[src/hdl/pdlr_pkg.sv]
`default_nettype none
package pdlr_pkg;

  localparam int SAMPLE_W  = 24;
  localparam int WORD_W    = 32;
  localparam int FMT_W     = 2;
  localparam int CNT_W     = 4;
  localparam int NCH_W     = CNT_W + 1;
  localparam int STEP_W    = 20;
  localparam int POS_W     = 20;
  localparam int FRAC_BITS = 16;
  localparam int ADDR_W    = 4;
  localparam int DATA_W    = 32;

  localparam logic [POS_W-1:0]  ONE_Q16  = POS_W'(1 << FRAC_BITS);
  localparam logic [STEP_W-1:0] STEP_MIN = STEP_W'(8192);
  localparam logic [STEP_W-1:0] STEP_MAX = STEP_W'(786432);

  localparam logic [FMT_W-1:0] FMT_PCM16 = 2'd0;
  localparam logic [FMT_W-1:0] FMT_PCM24 = 2'd1;
  localparam logic [FMT_W-1:0] FMT_PCM32 = 2'd2;
  localparam logic [FMT_W-1:0] FMT_FLT32 = 2'd3;

  localparam logic [1:0] REG_FORMAT = 2'd0;
  localparam logic [1:0] REG_COUNT  = 2'd1;
  localparam logic [1:0] REG_STEP   = 2'd2;

  localparam logic [FMT_W-1:0] FORMAT_RST = FMT_PCM16;
  localparam logic [CNT_W-1:0] COUNT_RST  = CNT_W'(1);
  localparam logic [STEP_W-1:0] STEP_RST  = STEP_W'(65536);

  typedef struct packed {
    logic [WORD_W-1:0] sample_word;
    logic              end_of_stream;
  } pdlr_in_t;

  typedef struct packed {
    logic signed [SAMPLE_W-1:0] out_sample;
    logic                       sample_valid;
    logic                       last;
  } pdlr_out_t;

  typedef enum logic [3:0] {
    ST_IDLE,
    ST_CONV,
    ST_DIV,
    ST_CUR,
    ST_LOOP,
    ST_INTERP,
    ST_TAIL,
    ST_TEMIT,
    ST_MARK
  } pdlr_state_t;

  typedef enum logic [1:0] {
    EMIT_INTERP,
    EMIT_HOLD,
    EMIT_MARK
  } pdlr_emit_t;

  typedef struct packed {
    logic       in_ready;
    logic       load_in;
    logic       accum;
    logic       div_step;
    logic       set_cur;
    logic       mul;
    logic       advance;
    logic       emit;
    pdlr_emit_t emit_sel;
    logic       clear;
  } pdlr_cmd_t;

  typedef struct packed {
    logic frame_done;
    logic div_done;
    logic have_prev;
    logic eos;
    logic pos_lt_one;
    logic out_free;
    logic last_sent;
  } pdlr_stat_t;

endpackage
`default_nettype wire

[src/hdl/pdlr_ctrl.sv]
`default_nettype none
module pdlr_ctrl (
  input  wire logic               clk,
  input  wire logic               rst_n,
  input  wire pdlr_pkg::pdlr_stat_t stat,
  input  wire logic               in_valid,
  output pdlr_pkg::pdlr_cmd_t     cmd
);
  import pdlr_pkg::*;

  pdlr_state_t state_r, state_nxt;

  always_ff @(posedge clk) begin
    if (!rst_n) begin
      state_r <= ST_IDLE;
    end else begin
      state_r <= state_nxt;
    end
  end

  always_comb begin
    state_nxt = state_r;
    unique case (state_r)
      ST_IDLE: begin
        if (in_valid) state_nxt = ST_CONV;
      end
      ST_CONV: begin
        if (stat.frame_done) state_nxt = ST_DIV;
        else if (stat.eos) state_nxt = ST_TAIL;
        else state_nxt = ST_IDLE;
      end
      ST_DIV: begin
        if (stat.div_done) state_nxt = ST_CUR;
      end
      ST_CUR: begin
        if (stat.have_prev) state_nxt = ST_LOOP;
        else if (stat.eos) state_nxt = ST_TAIL;
        else state_nxt = ST_IDLE;
      end
      ST_LOOP: begin
        if (stat.pos_lt_one) state_nxt = ST_INTERP;
        else if (stat.eos) state_nxt = ST_TAIL;
        else state_nxt = ST_IDLE;
      end
      ST_INTERP: begin
        if (stat.out_free) state_nxt = ST_LOOP;
      end
      ST_TAIL: begin
        if (stat.have_prev && stat.pos_lt_one) state_nxt = ST_TEMIT;
        else if (stat.last_sent) state_nxt = ST_IDLE;
        else state_nxt = ST_MARK;
      end
      ST_TEMIT: begin
        if (stat.out_free) state_nxt = ST_TAIL;
      end
      ST_MARK: begin
        if (stat.out_free) state_nxt = ST_IDLE;
      end
      default: state_nxt = ST_IDLE;
    endcase
  end

  always_comb begin
    cmd          = '0;
    cmd.emit_sel = EMIT_INTERP;
    unique case (state_r)
      ST_IDLE: begin
        cmd.in_ready = 1'b1;
        cmd.load_in  = in_valid;
      end
      ST_CONV: begin
        cmd.accum = 1'b1;
      end
      ST_DIV: begin
        cmd.div_step = !stat.div_done;
      end
      ST_CUR: begin
        cmd.set_cur = 1'b1;
      end
      ST_LOOP: begin
        cmd.mul     = stat.pos_lt_one;
        cmd.advance = !stat.pos_lt_one;
      end
      ST_INTERP: begin
        cmd.emit     = stat.out_free;
        cmd.emit_sel = EMIT_INTERP;
      end
      ST_TAIL: begin
        cmd.clear = !(stat.have_prev && stat.pos_lt_one) && stat.last_sent;
      end
      ST_TEMIT: begin
        cmd.emit     = stat.out_free;
        cmd.emit_sel = EMIT_HOLD;
      end
      ST_MARK: begin
        cmd.emit     = stat.out_free;
        cmd.emit_sel = EMIT_MARK;
        cmd.clear    = stat.out_free;
      end
      default: begin
        cmd = '0;
      end
    endcase
  end

endmodule
`default_nettype wire

[src/hdl/pdlr_dp.sv]
`default_nettype none
module pdlr_dp #(
  parameter int MAX_CHANNELS = 8
) (
  input  wire logic                          clk,
  input  wire logic                          rst_n,
  input  wire pdlr_pkg::pdlr_cmd_t           cmd,
  output pdlr_pkg::pdlr_stat_t               stat,
  input  wire pdlr_pkg::pdlr_in_t            in_data,
  input  wire logic [pdlr_pkg::FMT_W-1:0]    cfg_format,
  input  wire logic [pdlr_pkg::CNT_W-1:0]    cfg_count,
  input  wire logic [pdlr_pkg::STEP_W-1:0]   cfg_step,
  output logic                               out_valid,
  input  wire logic                          out_ready,
  output pdlr_pkg::pdlr_out_t                out_data
);
  import pdlr_pkg::*;

  localparam int SUMW = SAMPLE_W + $clog2(MAX_CHANNELS);
  localparam int IDXW = (MAX_CHANNELS > 1) ? $clog2(MAX_CHANNELS) : 1;
  localparam int DCW  = $clog2(SUMW + 1);
  localparam logic [NCH_W-1:0] MAXC = NCH_W'(MAX_CHANNELS);

  function automatic logic signed [SAMPLE_W-1:0] convert(
    input logic [FMT_W-1:0]  fmt,
    input logic [WORD_W-1:0] w
  );
    logic [7:0]          e;
    logic [7:0]          sh;
    logic [SAMPLE_W-1:0] mag;
    logic signed [SAMPLE_W-1:0] res;
    e   = w[30:23];
    sh  = 8'd127 - e;
    mag = {1'b1, w[22:0]};
    res = '0;
    unique case (fmt)
      FMT_PCM16: res = {w[15:0], 8'd0};
      FMT_PCM24: res = w[23:0];
      FMT_PCM32: res = w[31:8];
      FMT_FLT32: begin
        if (e == 8'hFF) begin
          if (w[22:0] != '0) res = '0;
          else res = w[31] ? {1'b1, {(SAMPLE_W-1){1'b0}}} : {1'b0, {(SAMPLE_W-1){1'b1}}};
        end else if (e == 8'h00) begin
          res = '0;
        end else if (e >= 8'd127) begin
          res = w[31] ? {1'b1, {(SAMPLE_W-1){1'b0}}} : {1'b0, {(SAMPLE_W-1){1'b1}}};
        end else if (sh >= 8'd32) begin
          res = '0;
        end else begin
          res = mag >> sh[4:0];
          if (w[31]) res = -res;
        end
      end
      default: res = '0;
    endcase
    return res;
  endfunction

  logic [WORD_W-1:0]          word_r;
  logic                       eos_r;
  logic [IDXW-1:0]            idx_r;
  logic signed [SUMW-1:0]     sum_r;
  logic [SUMW-1:0]            dvd_r;
  logic [NCH_W-1:0]           rem_r;
  logic                       neg_r;
  logic [DCW-1:0]             dcnt_r;
  logic signed [SAMPLE_W-1:0] prev_r;
  logic signed [SAMPLE_W-1:0] cur_r;
  logic                       have_prev_r;
  logic [POS_W-1:0]           pos_r;
  logic signed [41:0]         prod_r;
  logic                       last_sent_r;
  logic                       out_valid_r;
  pdlr_out_t                  out_r;

  logic [NCH_W-1:0]           n_ch;
  logic [STEP_W-1:0]          step_c;
  logic signed [SAMPLE_W-1:0] conv;
  logic signed [SUMW-1:0]     new_sum;
  logic [SUMW-1:0]            mag;
  logic [NCH_W:0]             trial;
  logic                       ge;
  logic signed [SAMPLE_W-1:0] q24;
  logic signed [SAMPLE_W-1:0] cur_c;
  logic signed [SAMPLE_W:0]   diff;
  logic signed [FRAC_BITS:0]  frac;
  logic signed [41:0]         prod_c;
  logic [POS_W:0]             pos_sum;
  logic                       out_free;
  logic                       emit_last;
  pdlr_out_t                  emit_val;

  always_comb begin
    if (cfg_count == '0) n_ch = NCH_W'(1);
    else if ({1'b0, cfg_count} > MAXC) n_ch = MAXC;
    else n_ch = {1'b0, cfg_count};
  end

  always_comb begin
    if (cfg_step < STEP_MIN) step_c = STEP_MIN;
    else if (cfg_step > STEP_MAX) step_c = STEP_MAX;
    else step_c = cfg_step;
  end

  assign conv    = convert(cfg_format, word_r);
  assign new_sum = sum_r + SUMW'(conv);
  assign mag     = new_sum[SUMW-1] ? SUMW'(-new_sum) : SUMW'(new_sum);
  assign trial   = {rem_r, dvd_r[SUMW-1]} - {1'b0, n_ch};
  assign ge      = !trial[NCH_W];
  assign q24     = dvd_r[SAMPLE_W-1:0];
  assign cur_c   = neg_r ? -q24 : q24;
  assign diff    = {cur_r[SAMPLE_W-1], cur_r} - {prev_r[SAMPLE_W-1], prev_r};
  assign frac    = {1'b0, pos_r[FRAC_BITS-1:0]};
  assign prod_c  = diff * frac;
  assign pos_sum = {1'b0, pos_r} + {1'b0, step_c};
  assign out_free = !out_valid_r || out_ready;

  always_comb begin
    emit_val  = '0;
    emit_last = 1'b0;
    unique case (cmd.emit_sel)
      EMIT_INTERP: begin
        emit_last = eos_r && (pos_sum >= {ONE_Q16, 1'b0});
        emit_val.out_sample   = prev_r + prod_r[SAMPLE_W+FRAC_BITS-1:FRAC_BITS];
        emit_val.sample_valid = 1'b1;
      end
      EMIT_HOLD: begin
        emit_last = pos_sum >= {1'b0, ONE_Q16};
        emit_val.out_sample   = prev_r;
        emit_val.sample_valid = 1'b1;
      end
      EMIT_MARK: begin
        emit_last = 1'b1;
      end
      default: emit_last = 1'b0;
    endcase
    emit_val.last = emit_last;
  end

  always_ff @(posedge clk) begin
    if (cmd.load_in) begin
      word_r <= in_data.sample_word;
    end
    if (cmd.accum && stat.frame_done) begin
      dvd_r  <= mag;
      neg_r  <= new_sum[SUMW-1];
      rem_r  <= '0;
    end else if (cmd.div_step) begin
      dvd_r <= {dvd_r[SUMW-2:0], ge};
      rem_r <= ge ? trial[NCH_W-1:0] : {rem_r[NCH_W-2:0], dvd_r[SUMW-1]};
    end
    if (cmd.set_cur) begin
      cur_r <= cur_c;
    end
    if (cmd.mul) begin
      prod_r <= prod_c;
    end
    if (cmd.emit) begin
      out_r <= emit_val;
    end
  end

  always_ff @(posedge clk) begin
    if (!rst_n) begin
      eos_r       <= 1'b0;
      idx_r       <= '0;
      sum_r       <= '0;
      dcnt_r      <= '0;
      prev_r      <= '0;
      have_prev_r <= 1'b0;
      pos_r       <= '0;
      last_sent_r <= 1'b0;
      out_valid_r <= 1'b0;
    end else begin
      if (cmd.load_in) begin
        eos_r       <= in_data.end_of_stream;
        last_sent_r <= 1'b0;
      end
      if (cmd.accum) begin
        if (stat.frame_done) begin
          idx_r  <= '0;
          sum_r  <= '0;
          dcnt_r <= DCW'(SUMW);
        end else begin
          idx_r <= idx_r + 1'b1;
          sum_r <= new_sum;
        end
      end
      if (cmd.div_step) begin
        dcnt_r <= dcnt_r - 1'b1;
      end
      if (cmd.set_cur && !have_prev_r) begin
        prev_r      <= cur_c;
        have_prev_r <= 1'b1;
        pos_r       <= '0;
      end
      if (cmd.advance) begin
        pos_r  <= pos_r - ONE_Q16;
        prev_r <= cur_r;
      end
      if (cmd.emit) begin
        last_sent_r <= emit_last;
        if (cmd.emit_sel != EMIT_MARK) pos_r <= pos_sum[POS_W-1:0];
      end
      if (cmd.clear) begin
        idx_r       <= '0;
        sum_r       <= '0;
        prev_r      <= '0;
        have_prev_r <= 1'b0;
        pos_r       <= '0;
      end
      if (cmd.emit) out_valid_r <= 1'b1;
      else if (out_ready) out_valid_r <= 1'b0;
    end
  end

  always_comb begin
    stat.frame_done = (NCH_W'(idx_r) + 1'b1) >= n_ch;
    stat.div_done   = (dcnt_r == '0);
    stat.have_prev  = have_prev_r;
    stat.eos        = eos_r;
    stat.pos_lt_one = (pos_r[POS_W-1:FRAC_BITS] == '0);
    stat.out_free   = out_free;
    stat.last_sent  = last_sent_r;
  end

  assign out_valid = out_valid_r;
  assign out_data  = out_r;

endmodule
`default_nettype wire

[src/hdl/pcm_downmix_linear_resampler.sv]
// A word that closes a frame gives its first result after conversion, a bit-serial
// channel divider of 27 steps, then multiply.
// A new word is accepted only once the frame's results are out; the divider, the shared
// interpolation multiplier and output back-pressure all hold off input meanwhile.
// Reset: synchronous active-low rst_n returns config registers to defaults and clears state.
`default_nettype none
module pcm_downmix_linear_resampler #(
  parameter int MAX_CHANNELS = 8
) (
  input  wire logic                           clk,
  input  wire logic                           rst_n,
  input  wire logic                           in_valid,
  output logic                                in_ready,
  input  wire pdlr_pkg::pdlr_in_t             in_data,
  output logic                                out_valid,
  input  wire logic                           out_ready,
  output pdlr_pkg::pdlr_out_t                 out_data,
  input  wire logic                           cfg_psel,
  input  wire logic                           cfg_penable,
  input  wire logic                           cfg_pwrite,
  input  wire logic [pdlr_pkg::ADDR_W-1:0]    cfg_paddr,
  input  wire logic [pdlr_pkg::DATA_W-1:0]    cfg_pwdata,
  output logic [pdlr_pkg::DATA_W-1:0]         cfg_prdata,
  output logic                                cfg_pready
);
  import pdlr_pkg::*;

  logic [FMT_W-1:0]  format_r;
  logic [CNT_W-1:0]  count_r;
  logic [STEP_W-1:0] step_r;
  logic              wr_en;
  pdlr_cmd_t         cmd;
  pdlr_stat_t        stat;

  assign cfg_pready = 1'b1;
  assign wr_en      = cfg_psel && cfg_penable && cfg_pwrite;

  always_ff @(posedge clk) begin
    if (!rst_n) begin
      format_r <= FORMAT_RST;
      count_r  <= COUNT_RST;
      step_r   <= STEP_RST;
    end else if (wr_en) begin
      unique case (cfg_paddr[3:2])
        REG_FORMAT: format_r <= cfg_pwdata[FMT_W-1:0];
        REG_COUNT:  count_r  <= cfg_pwdata[CNT_W-1:0];
        REG_STEP:   step_r   <= cfg_pwdata[STEP_W-1:0];
        default: ;
      endcase
    end
  end

  always_comb begin
    unique case (cfg_paddr[3:2])
      REG_FORMAT: cfg_prdata = DATA_W'(format_r);
      REG_COUNT:  cfg_prdata = DATA_W'(count_r);
      REG_STEP:   cfg_prdata = DATA_W'(step_r);
      default:    cfg_prdata = '0;
    endcase
  end

  pdlr_ctrl u_ctrl (
    .clk      (clk),
    .rst_n    (rst_n),
    .stat     (stat),
    .in_valid (in_valid),
    .cmd      (cmd)
  );

  pdlr_dp #(
    .MAX_CHANNELS (MAX_CHANNELS)
  ) u_dp (
    .clk        (clk),
    .rst_n      (rst_n),
    .cmd        (cmd),
    .stat       (stat),
    .in_data    (in_data),
    .cfg_format (format_r),
    .cfg_count  (count_r),
    .cfg_step   (step_r),
    .out_valid  (out_valid),
    .out_ready  (out_ready),
    .out_data   (out_data)
  );

  assign in_ready = cmd.in_ready;

endmodule
`default_nettype wire

[config.mk]
export PLATFORM = sky130hd
export DESIGN_NAME = pcm_downmix_linear_resampler
export DESIGN_NICKNAME = d
export VERILOG_FILES = /design/src/hdl/pdlr_pkg.sv /design/src/hdl/pdlr_ctrl.sv /design/src/hdl/pdlr_dp.sv /design/src/hdl/pcm_downmix_linear_resampler.sv
export SDC_FILE = /design/constraint.sdc
export NUM_CORES = 2
export LEC_CHECK = 0
export ABC_CLOCK_PERIOD_IN_PS = 10500
export BUFFER_PORTS_ARGS = -buffer_cell sky130_fd_sc_hd__buf_2
export CORE_ASPECT_RATIO = 0.9
export CORE_UTILIZATION = 25
export CTS_BUF_LIST = sky130_fd_sc_hd__clkbuf_4
export DETAILED_ROUTE_END_ITERATION = 8
export GPL_ROUTABILITY_DRIVEN = 0
export SLEW_MARGIN = 30
export SYNTH_ARGS = -nofsm -noshare
export SYNTH_HDL_FRONTEND = slang
export SYNTH_HIERARCHICAL = 1
export SYNTH_SLANG_ARGS = --single-unit
[constraint.sdc]
create_clock -name clk -period 10.5 [get_ports clk]
set_input_delay 1.575 -clock clk [delete_from_list [all_inputs] [get_ports clk]]
set_output_delay 1.575 -clock clk [all_outputs]
set_load 0.03 [all_outputs]
==> out/qor.csv <==
stage;metric;value;unit
status;outcome;completed;
synth;synth_top_area_share;22.5;%
sta;rsz0062_at_grt;false;
clock_network;h-tree-depth;3;
worst_setup_path;crit_slowest_cell;fa_1;
sta;drv_slew;0;
detailed_routing;num_vias;27300;
worst_setup_path;r2r-start;u_dp/prev_r[0];
synth;yosys-top-cells-area;fa_1, edfxtp_1, ha_1;
clock_network;postCtsSetupBuffers;0;
die;fp.dieArea;136000;µm²
synth;synthAdderAreaFrac;30.2;%
die;ioPinCount;137;
clock_network;cts_max_path_buffers;3;
min_path;hold_class;flip-flop to flip-flop;
worst_setup_path;slowest_delay;0.74;ns
placement;port_buffers;109;
sta;min_period_over_period;93.9;%
detailed_routing;drc;0;
pwr;leakagePower;16.2;nW
sta;fmax;101;MHz
final_layout;design_area;36900;µm²
synth;synth_top_family_by_area;adder cells;
global_route;antenna_found_initial;8;
die;coreArea;133000;µm²
clock_network;cts-resized-gates;0;
sta;fin_worst_skew;0.0908;ns
synth;yosys.cell_types.count;112;
clock_network;cts.clk_slew.worst_paths;0.07;ns
worst_setup_path;crit_end;u_dp/prod_r[39];
final_layout;area_growth;9.80;%
clock_network;ctsHoldBuffers;0;
global_route;grt_pass1_vias;26500;
worst_setup_path;r2r_end;u_dp/prod_r[39];
detailed_routing;drtPass1Iterations;5;
worst_setup_path;cp.arrival;10.49;ns
synth;async_reset_ff_share;0;%
synth;synthSimpleGateAreaFrac;18.3;%
sta;fin_tns_setup;0;ns
synth;synth-edff-count;134;
final_layout;fillers;14300;
synth;synth_area;33600;µm²
detailed_routing;avgRoutedWirePerCell;16.4;µm
synth;avgSynthCellArea;8.63;µm²
placement;hpwl;73700;µm
synth;synthCells;3888;
synth;synth_flop_cell;edfxtp_1;
detailed_routing;wirelength;94000;µm
detailed_routing;via_per_inst;4.77;
final_layout;stdcell_count;5721;
synth;synth-seq-cells;252;
sta;setup_viol;0;
sta;worstMarginPinSlew;1.00;ns
die;fp.dieH;350;µm
pwr;peakVddDrop;0.121;mV
global_route;grt.overflow.total;0;
clock_network;clock_latency;0.87;ns
placement;placed_cell_area;35900;µm²
pwr;p_total;3.34;mW
clock_network;cts_root_buf;clkbuf_4;
global_route;grt_pass1_wl;149000;µm
flow_run;maxCapViolCount;0;
synth;synth_xor_area_share;4.54;%
global_route;grt_start_max_net_pins;57;
worst_setup_path;cp_max_fo;10;
final_layout;drive_above_1_share;10.0;%
final_layout;layout_common_cells;inv_1, nand2_1, fa_1, ha_1, nor2_1;
sta;hold_ws;0.470;ns
pwr;power_density;90.7;nW/µm²
final_layout;fin_nets;4586;
sta;timing.slew.headroom;33.0;%
worst_setup_path;startpoint_type;flip-flop;
worst_setup_path;crit_path_frequent_cell;fa_1;
synth;yosysWarningCount;6;
synth;synth-compound-area-share;14.7;%
detailed_routing;antenna_left;0;
global_route;track_usage;13.8;%
synth;synth_top_area_cell;fa_1;
worst_setup_path;crit_required;11.13;ns
die;start_util;25.2;%
clock_network;cts_tree;built;
worst_setup_path;endpoint_kind;flip-flop;
worst_setup_path;criticalPathCategory;flip-flop to flip-flop;
worst_setup_path;r2r_slack;0.64;ns
die;row_count;127;
worst_setup_path;crit_start;u_dp/prev_r[0];
die;die_w;388;µm
synth;synth.yosys.seq_area_share;19.0;%
final_layout;final_common_cell;inv_1;
worst_setup_path;reg2regPathDepth;32;
clock_network;clock_sinks;252;
detailed_routing;drt_iter0_markers;1843;
sta;hold_violations;0;
synth;muxShareOfSynthArea;3.85;%
clock_network;numCtsBuffers;71;
sta;min_period;9.86;ns
placement;dp.cells;5594;
## registers in the layout (all words and copies together), names as in the netlist, 2 cells and up
name            count
u_ctrl/state_r      4
step_r             20
u_dp/idx_r          3
u_dp/pos_r         20
u_dp/prev_r        24
u_dp/prod_r        24
u_dp/dcnt_r         5
u_dp/word_r        32
u_dp/rem_r          5
u_dp/dvd_r         27
u_dp/out_data      26
u_dp/sum_r         27
u_dp/cur_r         24
format_r            2
count_r             4
## worst max-delay path, delay by kind of cell, from the launching register on
kind | cells | cell delay (ns)
flip-flops | 1 | 0.43
buffers and inverters | 6 | 0.70
XOR/XNOR | 2 | 0.30
adder cells (fa/ha/maj) | 9 | 4.16
AO/OA/AOI/OAI | 11 | 3.64
AND/OR/NAND/NOR | 4 | 0.37
## final cells by class
class                      instances  area, µm²  share of cell area [%]
clock buffer                     111        833                    2.26
inverter                         557       2090                    5.67
clock inverter                    11        125                   0.340
antenna                            4       10.0                  0.0272
sequential                       252       6390                    17.3
multi-input combinational       2868      24200                    65.6
timing repair buffer             177       1060                    2.87
tap                             1741       2180                    5.91
## cell usage after synthesis, drive strengths merged (28+ instances only)
cell / count
o21a: 35
nor2b: 64
edfxtp: 134
nand2: 501
a21o: 48
nor2: 212
mux2i: 60
clkbuf: 166
o21ai: 163
nor3: 47
and2: 204
inv: 555
buf: 56
nor4: 28
xnor2: 125
a21oi: 200
nand3: 59
ha: 206
fa: 377
dfxtp: 118
o211ai: 39
a22oi: 42
nand2b: 44
xor2: 49
## metal layers
metal / share of wire (%) / up-vias / GRT usage (%)
met1: 47 / 13400 / 19.2
met4: 2.4 / 6 / 3.99
met3: 5.4 / 144 / 1.85
met5: 0.039 / - / 0
met2: 46 / 757 / 22.2
li1: - / 13000 / -
## cell families after synthesis
kind of cell | count (synthesis)
other | 2
muxes | 95
xor gates and xnor gates | 174
DFF | 252
and+or+nand+nor | 1267
adders and majority gates | 584
buffers and inverters | 779
AOI/OAI and AO/OA | 735
## per-stage QoR
stage | utilization [%] | worst slack [ns]
2_1_floorplan | - | 1.51
3_3_place_gp | 26.9 | 0.806
3_5_place_dp | 26.9 | 0.760
4_1_cts | 27.7 | 0.749
5_1_grt | 27.7 | 0.0481
6_report | 27.7 | 0.639
## worst min path at each step
| stage | slack (ns) | from | endpoint | cells after the start |
|---|---|---|---|---|
| after floorplan | 0.45 | u_dp/sum_r[0] | u_dp/sum_r[0] | 2 |
| after global placement | 0.45 | u_dp/sum_r[0] | u_dp/sum_r[0] | 2 |
| after detailed placement | 0.46 | u_dp/sum_r[3] | u_dp/sum_r[3] | 2 |
| after CTS | 0.47 | u_dp/sum_r[3] | u_dp/sum_r[3] | 2 |
| after global routing | 0.49 | u_dp/sum_r[0] | u_dp/sum_r[0] | 2 |
| final | 0.47 | u_dp/sum_r[3] | u_dp/sum_r[3] | 2 |
## power by group
group | total [mW] | switching (mW) | internal, mW | leakage [nW]
registers | 1.26 | 0.113 | 1.14 | 2.14
logic | 1.08 | 0.683 | 0.396 | 13.5
clock network | 1.01 | 0.458 | 0.550 | 0.569
Note: power is estimated with default switching activity, not from simulation.
